**src/rtl/core/mcp_pkg.sv**
```systemverilog
`default_nettype none
// ----------------------------------------------------------------------------
// mcp_pkg: shared types and defaults for the collinear point counter
// Default sizes, controller states and the controller-to-datapath command.
// ----------------------------------------------------------------------------
package mcp_pkg;

  localparam int MAX_POINTS_DEF = 64;
  localparam int COORD_BITS_DEF = 16;

  typedef enum logic [2:0] {
    ST_LOAD,
    ST_RD_I,
    ST_RD_J,
    ST_RD_K,
    ST_DRAIN,
    ST_FINISH
  } mcp_state_t;

  // what a store read is for: anchor point, direction point, or test point
  typedef enum logic [1:0] {
    KIND_I,
    KIND_J,
    KIND_K
  } rd_kind_t;

  typedef struct packed {
    logic     wr_en;
    logic     rd_en;
    rd_kind_t rd_kind;
    logic     first_k;
    logic     last_k;
    logic     clear_best;
    logic     load_out;
    logic     small_set;
    logic     dropped;
  } mcp_cmd_t;

endpackage
`default_nettype wire

```
**src/rtl/core/mcp_dpath.sv**
```systemverilog
`default_nettype none
// ----------------------------------------------------------------------------
// mcp_dpath: point store and cross-product pipeline
// Holds the point store, runs read/subtract/multiply/compare stages, keeps
// the running count and best count, and the result data register.
// ----------------------------------------------------------------------------
module mcp_dpath import mcp_pkg::*; #(
  parameter int MAX_POINTS = MAX_POINTS_DEF,
  parameter int COORD_BITS = COORD_BITS_DEF,
  localparam int AW    = $clog2(MAX_POINTS),
  localparam int CNT_W = $clog2(MAX_POINTS + 1)
) (
  input  wire logic                  clk,
  input  wire logic                  rst_n,
  input  wire mcp_cmd_t              cmd,
  input  wire logic [AW-1:0]         wr_addr,
  input  wire logic [AW-1:0]         rd_addr,
  input  wire logic [COORD_BITS-1:0] wr_x,
  input  wire logic [COORD_BITS-1:0] wr_y,
  input  wire logic [CNT_W-1:0]      point_cnt,
  output logic                       pipe_busy,
  output logic [CNT_W-1:0]           res_cnt,
  output logic                       res_drop
);

  localparam int DW = COORD_BITS + 1;
  localparam int PW = 2 * DW;

  logic [COORD_BITS-1:0] mem_x [MAX_POINTS];
  logic [COORD_BITS-1:0] mem_y [MAX_POINTS];

  // stage 1: registered read data
  logic [COORD_BITS-1:0] rx_r, ry_r;
  logic                  v1_r, f1_r, l1_r;
  rd_kind_t              kind1_r;
  // stage 2: differences
  logic [COORD_BITS-1:0] xi_r, yi_r;
  logic signed [DW-1:0]  dx_r, dy_r, ex_r, ey_r;
  logic                  v2_r, f2_r, l2_r;
  // stage 3: products
  logic signed [PW-1:0]  p1_r, p2_r;
  logic                  v3_r, f3_r, l3_r;
  // count stage
  logic [CNT_W-1:0]      cnt_r, best_r, cnt_cur, cnt_new;
  logic [CNT_W-1:0]      res_cnt_r;
  logic                  res_drop_r;
  logic signed [DW-1:0]  sub_x, sub_y;

  always_ff @(posedge clk) begin
    if (cmd.wr_en) begin
      mem_x[wr_addr] <= wr_x;
      mem_y[wr_addr] <= wr_y;
    end
  end

  always_ff @(posedge clk) begin
    if (cmd.rd_en) begin
      rx_r <= mem_x[rd_addr];
      ry_r <= mem_y[rd_addr];
    end
  end

  // read point minus anchor, one bit wider so it cannot wrap
  assign sub_x = $signed({rx_r[COORD_BITS-1], rx_r}) - $signed({xi_r[COORD_BITS-1], xi_r});
  assign sub_y = $signed({ry_r[COORD_BITS-1], ry_r}) - $signed({yi_r[COORD_BITS-1], yi_r});

  always_ff @(posedge clk) begin
    if (v1_r) begin
      unique case (kind1_r)
        KIND_I: begin
          xi_r <= rx_r;
          yi_r <= ry_r;
        end
        KIND_J: begin
          dx_r <= sub_x;
          dy_r <= sub_y;
        end
        KIND_K: begin
          ex_r <= sub_x;
          ey_r <= sub_y;
        end
        default: begin
        end
      endcase
    end
    f1_r <= cmd.first_k;
    l1_r <= cmd.last_k;
    kind1_r <= cmd.rd_kind;
    f2_r <= f1_r;
    l2_r <= l1_r;
    // cross product terms of (Pj-Pi)x(Pk-Pi)
    p1_r <= PW'(dx_r) * PW'(ey_r);
    p2_r <= PW'(dy_r) * PW'(ex_r);
    f3_r <= f2_r;
    l3_r <= l2_r;
  end

  always_ff @(posedge clk) begin
    if (!rst_n) begin
      v1_r <= 1'b0;
      v2_r <= 1'b0;
      v3_r <= 1'b0;
    end else begin
      v1_r <= cmd.rd_en;
      v2_r <= v1_r && (kind1_r == KIND_K);
      v3_r <= v2_r;
    end
  end

  assign cnt_cur = f3_r ? '0 : cnt_r;
  assign cnt_new = cnt_cur + CNT_W'(p1_r == p2_r);

  always_ff @(posedge clk) begin
    if (!rst_n) begin
      cnt_r  <= '0;
      best_r <= '0;
    end else begin
      if (v3_r) begin
        cnt_r <= cnt_new;
      end
      if (cmd.clear_best) begin
        best_r <= '0;
      end else if (v3_r && l3_r && (cnt_new > best_r)) begin
        best_r <= cnt_new;
      end
    end
  end

  always_ff @(posedge clk) begin
    if (cmd.load_out) begin
      res_cnt_r  <= cmd.small_set ? point_cnt : best_r;
      res_drop_r <= cmd.dropped;
    end
  end

  assign pipe_busy = v1_r | v2_r | v3_r;
  assign res_cnt   = res_cnt_r;
  assign res_drop  = res_drop_r;

endmodule
`default_nettype wire

```
**src/rtl/core/mcp_ctrl.sv**
```systemverilog
`default_nettype none
// ----------------------------------------------------------------------------
// mcp_ctrl: sequencer for loading and the pair/point sweep
// Counts loaded points, walks i<j pairs and every k, and hands the result
// to the output register.
// ----------------------------------------------------------------------------
module mcp_ctrl import mcp_pkg::*; #(
  parameter int MAX_POINTS = MAX_POINTS_DEF,
  localparam int AW    = $clog2(MAX_POINTS),
  localparam int CNT_W = $clog2(MAX_POINTS + 1)
) (
  input  wire logic         clk,
  input  wire logic         rst_n,
  input  wire logic         in_tvalid,
  input  wire logic         in_tlast,
  output logic              in_tready,
  output logic              out_tvalid,
  input  wire logic         out_tready,
  input  wire logic         pipe_busy,
  output mcp_cmd_t          cmd,
  output logic [AW-1:0]     wr_addr,
  output logic [AW-1:0]     rd_addr,
  output logic [CNT_W-1:0]  point_cnt
);

  mcp_state_t       state_r, state_nxt;
  logic [CNT_W-1:0] n_r, n_nxt, n_after;
  logic             dropped_r, dropped_nxt;
  logic [AW-1:0]    i_r, i_nxt, j_r, j_nxt, k_r, k_nxt;
  logic             out_valid_r, out_valid_nxt;
  logic             accept, has_room, out_free;
  logic             k_last, j_last, i_last;

  assign in_tready = (state_r == ST_LOAD);
  assign accept    = in_tvalid && in_tready;
  assign has_room  = n_r < CNT_W'(MAX_POINTS);
  assign n_after   = has_room ? n_r + CNT_W'(1) : n_r;
  assign out_free  = !out_valid_r || out_tready;
  assign k_last    = CNT_W'(k_r) == n_r - CNT_W'(1);
  assign j_last    = CNT_W'(j_r) == n_r - CNT_W'(1);
  assign i_last    = CNT_W'(i_r) == n_r - CNT_W'(2);

  // next state
  always_comb begin
    state_nxt = state_r;
    unique case (state_r)
      ST_LOAD: begin
        if (accept && in_tlast) begin
          state_nxt = (n_after > CNT_W'(2)) ? ST_RD_I : ST_FINISH;
        end
      end
      ST_RD_I: state_nxt = ST_RD_J;
      ST_RD_J: state_nxt = ST_RD_K;
      ST_RD_K: begin
        if (k_last) begin
          state_nxt = (j_last && i_last) ? ST_DRAIN : ST_RD_I;
        end
      end
      ST_DRAIN: begin
        if (!pipe_busy) begin
          state_nxt = ST_FINISH;
        end
      end
      ST_FINISH: begin
        if (out_free) begin
          state_nxt = ST_LOAD;
        end
      end
      default: state_nxt = ST_LOAD;
    endcase
  end

  // outputs
  always_comb begin
    cmd     = '0;
    cmd.rd_kind = KIND_I;
    rd_addr = i_r;
    wr_addr = n_r[AW-1:0];
    unique case (state_r)
      ST_LOAD: begin
        cmd.wr_en      = accept && has_room;
        cmd.clear_best = 1'b1;
      end
      ST_RD_I: begin
        cmd.rd_en   = 1'b1;
        cmd.rd_kind = KIND_I;
        rd_addr     = i_r;
      end
      ST_RD_J: begin
        cmd.rd_en   = 1'b1;
        cmd.rd_kind = KIND_J;
        rd_addr     = j_r;
      end
      ST_RD_K: begin
        cmd.rd_en   = 1'b1;
        cmd.rd_kind = KIND_K;
        cmd.first_k = (k_r == '0);
        cmd.last_k  = k_last;
        rd_addr     = k_r;
      end
      ST_DRAIN: begin
      end
      ST_FINISH: begin
        cmd.load_out  = out_free;
        cmd.small_set = n_r <= CNT_W'(2);
        cmd.dropped   = dropped_r;
      end
      default: begin
      end
    endcase
  end

  // counters and flags
  always_comb begin
    n_nxt         = n_r;
    dropped_nxt   = dropped_r;
    i_nxt         = i_r;
    j_nxt         = j_r;
    k_nxt         = k_r;
    out_valid_nxt = out_valid_r && !out_tready;
    unique case (state_r)
      ST_LOAD: begin
        if (accept) begin
          n_nxt = n_after;
          if (!has_room) begin
            dropped_nxt = 1'b1;
          end
        end
        i_nxt = '0;
        j_nxt = AW'(1);
      end
      ST_RD_J: k_nxt = '0;
      ST_RD_K: begin
        k_nxt = k_r + AW'(1);
        if (k_last) begin
          if (j_last) begin
            i_nxt = i_r + AW'(1);
            j_nxt = i_r + AW'(2);
          end else begin
            j_nxt = j_r + AW'(1);
          end
        end
      end
      ST_FINISH: begin
        if (out_free) begin
          out_valid_nxt = 1'b1;
          n_nxt         = '0;
          dropped_nxt   = 1'b0;
        end
      end
      default: begin
      end
    endcase
  end

  always_ff @(posedge clk) begin
    if (!rst_n) begin
      state_r     <= ST_LOAD;
      n_r         <= '0;
      dropped_r   <= 1'b0;
      out_valid_r <= 1'b0;
    end else begin
      state_r     <= state_nxt;
      n_r         <= n_nxt;
      dropped_r   <= dropped_nxt;
      out_valid_r <= out_valid_nxt;
    end
  end

  always_ff @(posedge clk) begin
    i_r <= i_nxt;
    j_r <= j_nxt;
    k_r <= k_nxt;
  end

  assign out_tvalid = out_valid_r;
  assign point_cnt  = n_r;

`ifndef SYNTHESIS
  a_cnt_bound: assert property (@(posedge clk) disable iff (!rst_n)
    n_r <= CNT_W'(MAX_POINTS))
    else $error("point count above store size");

  a_rd_in_range: assert property (@(posedge clk) disable iff (!rst_n)
    cmd.rd_en |-> (CNT_W'(rd_addr) < n_r))
    else $error("store read beyond loaded points");

  a_finish_idle: assert property (@(posedge clk) disable iff (!rst_n)
    state_r == ST_FINISH |-> !pipe_busy)
    else $error("result taken while pipeline busy");

  a_set_restart: assert property (@(posedge clk) disable iff (!rst_n)
    cmd.load_out |=> (state_r == ST_LOAD) && (n_r == '0) && !dropped_r && out_valid_r)
    else $error("set not restarted after result");
`endif

endmodule
`default_nettype wire

```
**src/rtl/core/max_collinear_points.sv**
```systemverilog
`default_nettype none
// ----------------------------------------------------------------------------
// max_collinear_points: largest number of points on one line
// Top level: stream ports, controller and datapath.
// ----------------------------------------------------------------------------
// Usage:
//  - in_* carries one point per request: x in tdata[COORD_BITS-1:0], y above
//    it; in_tlast marks the final point of a set. Points load one per cycle.
//  - Points past MAX_POINTS are dropped and reported as capacity_exceeded.
//  - After the last point, sets of n > 2 are swept over every pair i<j: each
//    pair reads its anchor, its direction point and then every point k
//    through the single store read port. Sets of two points or fewer report
//    their count without a sweep.
//  - in_tready is low during the sweep; it returns as soon as the result sits
//    in the output register, so the next set can load while out_* waits.
//  - out_* carries one result per set. A stalled receiver holds the result;
//    a finished sweep then waits in place until the register frees up.
//  - Reset clears the count, drop flag and handshakes; the store is not
//    cleared since only loaded entries are read.
// ----------------------------------------------------------------------------
module max_collinear_points import mcp_pkg::*; #(
  parameter int MAX_POINTS = MAX_POINTS_DEF,
  parameter int COORD_BITS = COORD_BITS_DEF,
  localparam int CNT_W = $clog2(MAX_POINTS + 1),
  localparam int IN_W  = ((2 * COORD_BITS + 7) / 8) * 8,
  localparam int OUT_W = ((CNT_W + 1 + 7) / 8) * 8
) (
  input  wire logic             clk,
  input  wire logic             rst_n,
  input  wire logic             in_tvalid,
  output logic                  in_tready,
  input  wire logic [IN_W-1:0]  in_tdata,   // x_coord, y_coord
  input  wire logic             in_tlast,   // last_point
  output logic                  out_tvalid,
  input  wire logic             out_tready,
  output logic [OUT_W-1:0]      out_tdata   // max_on_line, capacity_exceeded
);

  localparam int AW = $clog2(MAX_POINTS);

  mcp_cmd_t         cmd;
  logic [AW-1:0]    wr_addr, rd_addr;
  logic [CNT_W-1:0] point_cnt, res_cnt;
  logic             pipe_busy, res_drop;

  mcp_ctrl #(
    .MAX_POINTS (MAX_POINTS)
  ) u_ctrl (
    .clk        (clk),
    .rst_n      (rst_n),
    .in_tvalid  (in_tvalid),
    .in_tlast   (in_tlast),
    .in_tready  (in_tready),
    .out_tvalid (out_tvalid),
    .out_tready (out_tready),
    .pipe_busy  (pipe_busy),
    .cmd        (cmd),
    .wr_addr    (wr_addr),
    .rd_addr    (rd_addr),
    .point_cnt  (point_cnt)
  );

  mcp_dpath #(
    .MAX_POINTS (MAX_POINTS),
    .COORD_BITS (COORD_BITS)
  ) u_dpath (
    .clk       (clk),
    .rst_n     (rst_n),
    .cmd       (cmd),
    .wr_addr   (wr_addr),
    .rd_addr   (rd_addr),
    .wr_x      (in_tdata[COORD_BITS-1:0]),
    .wr_y      (in_tdata[2*COORD_BITS-1:COORD_BITS]),
    .point_cnt (point_cnt),
    .pipe_busy (pipe_busy),
    .res_cnt   (res_cnt),
    .res_drop  (res_drop)
  );

  // result packed from bit 0 up, zero filled to whole bytes
  assign out_tdata = OUT_W'({res_drop, res_cnt});

endmodule
`default_nettype wire

```
**config.mk**
```make
export PLATFORM = sky130hd
export DESIGN_NAME = max_collinear_points
export DESIGN_NICKNAME = d
export VERILOG_FILES = /design/src/rtl/core/mcp_pkg.sv /design/src/rtl/core/mcp_dpath.sv /design/src/rtl/core/mcp_ctrl.sv /design/src/rtl/core/max_collinear_points.sv
export SDC_FILE = /design/constraint.sdc
export NUM_CORES = 2
export LEC_CHECK = 0
export ABC_AREA = 1
export BUFFER_PORTS_ARGS = -buffer_cell sky130_fd_sc_hd__buf_2
export CORE_MARGIN = 1.5
export CORE_UTILIZATION = 50
export CTS_CLUSTER_DIAMETER = 200
export DETAILED_ROUTE_END_ITERATION = 12
export PLACE_DENSITY_LB_ADDON = 0.12
export SETUP_SLACK_MARGIN = 0.05
export SLEW_MARGIN = 20
export SYNTH_ARGS = -nofsm -noshare
export SYNTH_HDL_FRONTEND = slang
export SYNTH_SLANG_ARGS = --single-unit
```
**constraint.sdc**
```tcl
create_clock -name clk -period 15.75 [get_ports clk]
set_clock_uncertainty 0.05 [all_clocks]
set_input_delay 0 -clock clk [delete_from_list [all_inputs] [get_ports clk]]
set_output_delay 0 -clock clk [all_outputs]
set_load 0.05 [all_outputs]
```
# --- Word-level counts from Yosys, hierarchy flattened ---
# Memory sizes are Yosys's and may differ from the RTL's. A register that Yosys moved wholly into a read port is not among the register bits.
# Index checks and enable logic that the tools add are counted.
op_classes:
  n_mux: 33
  eq_ne: 18
  order_cmp: 4
  n_reduce_logical: 26
  add_sub_neg: 10
  mul: 2
  n_bitwise: 3
op_table:
  columns: ["operator", "n"]
  rows:
  - ["multiplier 17 x 17 -> 34 bit", 2]
  - ["case mux 6 bit (2 select lines)", 4]
  - ["two-way mux 7 bit", 5]
  - ["equality test 34 bit", 1]
  - ["subtractor 16 x 16 -> 17 bit", 2]
  - ["two-way mux 6 bit", 4]
  - ["equality test 6 x 7 -> 1 bit", 3]
  - ["two-way mux 3 bit", 7]
  - ["adder 6 x 1 -> 6 bit, second input constant", 3]
  - ["case mux 3 bit (6 select lines)", 1]
  - ["case mux 7 bit (2 select lines)", 1]
  - ["two-way mux 1 bit", 9]
  - ["case mux 3 bit (3 select lines)", 1]
  - ["logical AND 1 bit", 8]
  - ["inequality test 2 bit, second input constant", 4]
  - ["AND reduction 2 bit", 4]
  - ["AND reduction 4 bit", 2]
  - ["adder 7 x 1 -> 7 bit", 1]
  - ["adder 7 x 1 -> 7 bit, second input constant", 1]
  - ["> comparator 7 x 2 -> 1 bit, second input constant", 1]
  - ["> comparator 7 bit", 1]
  - ["less-or-equal comparator 7 x 2 -> 1 bit, second input constant", 1]
  - ["less-than comparator 7 bit, second input constant", 1]
  - ["subtractor 7 x 1 -> 7 bit, second input constant", 1]
  - ["other kinds (19)", 28]
totals:
  memories: 2
  elab_cells: 127
  out_inout_bits: 10
  ramBits: 2048
  reg_bits: 231
  inputBits: 37
memory_table:
  columns: ["name", "words", "width", "rd", "rd_clocked_by_memory_dff", "wr", "line", "source"]
  rows:
  - ["u_dpath.mem_x", 64, 16, 1, 1, 1, "mcp_dpath.sv:29", "logic [COORD_BITS-1:0] mem_x [MAX_POINTS];"]
  - ["u_dpath.mem_y", 64, 16, 1, 1, 1, "mcp_dpath.sv:30", "logic [COORD_BITS-1:0] mem_y [MAX_POINTS];"]

# --- Logic depth before layout (Yosys ltp) ---
depth:
  word_depth: 6
  depth_mapped: 28
  mapped_depth_nobuf: 26

# --- Hierarchy ---
# Synthesis repeated with hierarchy kept, for this count alone.
hier_totals:
  hier_cells: 11057
  hier_area_um2: 117321.3
by_module_without_submodules:
  columns: ["module", "seq_area_each_um2", "cells_each", "area_each_um2", "n_inst"]
  rows:
  - ["mcp_dpath", 67564.8, 10689, 114777.6, 1]
  - ["mcp_ctrl", 780.7, 367, 2536.2, 1]
  - ["max_collinear_points", 0.0, 1, 7.5, 1]

# --- Worst setup path before layout ---
# OpenSTA, ideal clock, no wires.
synth_timing:
  kind: "reg-to-reg"
  from: "reg u_dpath.dx_r[16]"
  to: "reg u_dpath.p1_r[32]"
  required_time_ns: 15.588
  setup_time_ns: 0.112
  period_less_slack_ns: 5.595
  t_arrival_ns: 5.433
  stages_incl_launch_ff: 21
  path_slack_ns: 10.155
  n_path_buf: 2
  cell_sequence: "edfxtp_1 clkbuf_1 clkbuf_1 nand2_1 inv_1 fa_1 fa_1 fa_1 fa_1 fa_1 inv_1 fa_1 inv_1 ha_1 a21oi_1 nor2_1 o21a_1 nor4_1 nand2_1 nand2_1 nand2_1"
synth_between:
  elab_chain_cells: 1
synth_lines:
  columns: ["element", "line", "source"]
  rows:
  - ["start: declaration", "mcp_dpath.sv:38", "logic signed [DW-1:0] dx_r, dy_r, ex_r, ey_r;"]
  - ["start signal: assignment", "mcp_dpath.sv:75", "dx_r <= sub_x;"]
  - ["multiplier 17 x 17 -> 34 bit", "mcp_dpath.sv:92", "p1_r <= PW'(dx_r) * PW'(ey_r);"]
  - ["end signal: assignment", "mcp_dpath.sv:92", null]
  - ["end: declaration", "mcp_dpath.sv:41", "logic signed [PW-1:0] p1_r, p2_r;"]
# No other way between the ends.
# A chain may end at the register's enable or synchronous reset.

# --- Final worst setup path ---
layout_timing:
  from: "reg u_ctrl.state_r[1]"
  to: "reg u_dpath.ry_r[11] (read register of u_dpath.mem_y), data pin"
layout_between:
  elab_chain_cells: 2
  elab_cells_between_ends: 5
  cone_classes: "eq/ne (3); mux (2)"
layout_lines:
  columns: ["element", "line", "source"]
  rows:
  - ["start: declaration", "mcp_ctrl.sv:26", "mcp_state_t state_r, state_nxt;"]
  - ["start signal: assignment", "mcp_ctrl.sv:163", "state_r <= state_nxt;"]
  - ["equality test 3 x 2 -> 1 bit or equality test 3 x 1 -> 1 bit (tied branches)", "mcp_ctrl.sv:79", "unique case (state_r)"]
  - ["case mux 3 bit (3 select lines) or case mux 6 bit (2 select lines) (tied branches)", "mcp_ctrl.sv:79", null]
  - ["end: declaration", "mcp_dpath.sv:33", "logic [COORD_BITS-1:0] rx_r, ry_r;"]
# Parallel ways exist; a longest one is shown, timed or not.

==> results.cfg <==
[global_routing]
grt_overflow = 0
grt_max_degree = 146
grt_usage_pct = 28.7
grt_pass1_wl_um = 533000
grt_pass1_vias = 82947
antenna_found_initial = 10

[clocking]
ctsHoldBuffers = 39
clkLatencyLatePin_ps = 910
cts_buffer_depth = 3
ctsResizeCount = 0
cts_inserted_buffers = 237
cts_tree = done
cts_num_sinks = 2311
post-cts-setup-buffers = 0
htreeDepth = 4
path_clk_slew_ps = 60
root_buffer = clkbuf_16

[worst_setup_path]
startpoint_type = register
path_cells = inv_2 > nor2_4 > nand3_4 > nand2_4 > buf_4 > buf_4 > buf_4 > nand2_1 > nand2_1 > nand2_1 > nand3_1 > nand3_1 > nand3_1 > nand3_1 > nand2_1
regToRegEndpoint = u_dpath.ry_r[11]
crit_slowest_cell = nand2_4
critPathLaunch = u_ctrl.state_r[1]
cp_slowest_stage_delay_ps = 1080
endpoint = u_dpath.ry_r[11]
timing.rr.start = u_ctrl.state_r[1]
worstPathRequired_ps = 16430
critPathMaxFanout = 75
end_kind = register
critical_path_class = reg -> reg
worst_ep_arrival_time_ps = 7260
worstRegToRegCells = 15
rrSetupSlack_ps = 9160

[cells_and_area]
layout_commonest_cell = inv_1
drive_above_1_share_pct = 5.35
syn2layout_area_growth_pct = 9.28
final_design_area_no_fill_sq_um = 135000
mostFrequentLayoutCells = inv_1 (2880), nand2_1 (2720), nand3_1 (2237)
nFillCells = 21354
final_nets = 13210
fin_cells = 15780

[detailed_routing]
drtIter0Drc = 9277
dr.pass1.iters = 6
num_vias = 84705
routed_wl_um = 360000
drc = 0
routedWlPerCell_um = 22.8
via_per_inst = 5.37
final_antenna_net_count = 0

[placement]
io_buffers = 46
dp_cells = 15298
dp_hpwl_um = 210000
pre_cts_slack_ps = 9250
placed_cell_area_sq_um = 127000
place.gp.congestion = 0.920

[logic_synthesis]
ys_seq_area_share_pct = 55.4
synth_warnings = 0
netlist-cell-type-count = 48
synth_top_cell_area_share_pct = 53.7
synth-edff-count = 2206
synth_area_leaders = edfxtp_1 (54%), fa_1 (9.6%), nand3_1 (9.1%)
synth-seq-cells = 2311
syn_area_sq_um = 123000
async_flop_share_pct = 0
yosys.area.top_type = edfxtp_1
synth_nets = 13329
synthFlopType = edfxtp_1
syn_avg_cell_area_sq_um = 9.89
synth_cells = 12475

[timing]
tightest_slew_ps = 1130
setup_viol = 0
rsz0062_at_grt = false
tns_ps = 0
fin_crit_ps = 6590
drv_slew = 0
finalCritPeriodShare_pct = 41.8
layout_setup_ws_ps = 9160
fmax_mhz = 152
relSlewSlack_pct = 24.4
hold_viol_final = 0

[flow_run]
max_cap_violations = 0

[status]
status = completed

[floorplanning]
rows = 182
pin_count = 47
core_area_sq_um = 246000
die_w_um = 500
initial_core_util_pct = 50.2
dieArea_sq_um = 250000
die_h_um = 500

[worst_hold_path]
hp-class = in -> reg
final cells by class:
cell class / count / area, sq um / share of cell area [%]
diodes: 2 / 5.00 / 0.00371
clock buffers: 305 / 6280 / 4.66
clock inverters: 136 / 1280 / 0.947
inverters: 2887 / 10800 / 8.05
multi-input cells: 6645 / 41900 / 31.1
flip-flops and latches: 2311 / 68300 / 50.7
well taps: 3220 / 4030 / 2.99
repair buffers: 274 / 2130 / 1.58
cells by family (layout without fill, tap and decap cells):
| group | count (synthesis) | after routing | synth area share (%) |
|---|---|---|---|
| AND/OR/NAND/NOR | 5410 | 5410 | 19.3 |
| buffers and inverters | 3519 | 3602 | 11.1 |
| flip-flops | 2311 | 2311 | 55.4 |
| adder cells (fa/ha/maj) | 817 | 817 | 11.9 |
| AO/OA/AOI/OAI | 282 | 282 | 1.28 |
| XOR/XNOR | 136 | 136 | 0.966 |
| other | 0 | 2 | 0 |
worst min-delay path by stage:
stage / from / to / slack, ps / depth (start not counted)
global route: rst_n / u_ctrl.point_cnt[5] / 110 / 4
finish: rst_n / u_ctrl.state_r[1] / 100 / 4
global placement: u_dpath.f1_r / u_dpath.f2_r / 260 / 0
floorplan: in_tdata[0] / u_dpath.mem_x[0][0] / 50 / 0
detailed placement: u_dpath.l2_r / u_dpath.l3_r / 260 / 0
CTS: rst_n / u_ctrl.state_r[1] / 60 / 4
cell usage after synthesis, types with 20 or more instances:
cell type  number
fa_1          594
nand2_1      2727
nand4_1        21
edfxtp_1     2206
inv_1        2881
clkbuf_1      296
dfxtp_1       105
a21oi_1       129
nand3_1      2239
nand3b_1      132
buf_4          66
xnor2_1        59
or2_2          20
ha_1          223
o21ai_0        85
xor2_1         77
buf_2         201
nor2_1        223
buf_1          63
nor3_1         29
routing by layer:
metal / GRT usage, % / wire length (um)
met1: 38.8 / 148000
met2: 47.1 / 170000
met3: 4.09 / 26400
met4: 11.1 / 14600
met5: 0 / 19
sequential cells by signal, indices dropped and copies added, names as in the netlist, 16 cells and up:
name and flops:
u_dpath.mem_x 1024, u_dpath.ry_r 16, u_dpath.ex_r 17, u_dpath.dx_r 17, u_dpath.rx_r 16, u_dpath.p2_r 34, u_dpath.dy_r 17, u_dpath.ey_r 17
u_dpath.yi_r 16, u_dpath.xi_r 16, u_dpath.mem_y 1024, u_dpath.p1_r 34
through the flow:
stage                     hold slack [ps]  utilization [%]
after floorplan                      48.9                -
after global placement                261             51.6
after detailed placement              262             51.6
after CTS                            58.2             54.9
after global routing                  114             54.9
final                                 104             54.9
worst max-delay path, delay by kind of cell, from the launching register on:
| family | cells | cell delay, ps |
|---|---|---|
| buffers and inverters | 4 | 2340 |
| flip-flops | 1 | 460 |
| AND/OR/NAND/NOR | 11 | 3400 |
Power is left out: the tool's default activity adds up to more than one toggle a clock period on the data nets, which glitch-free logic cannot reach.
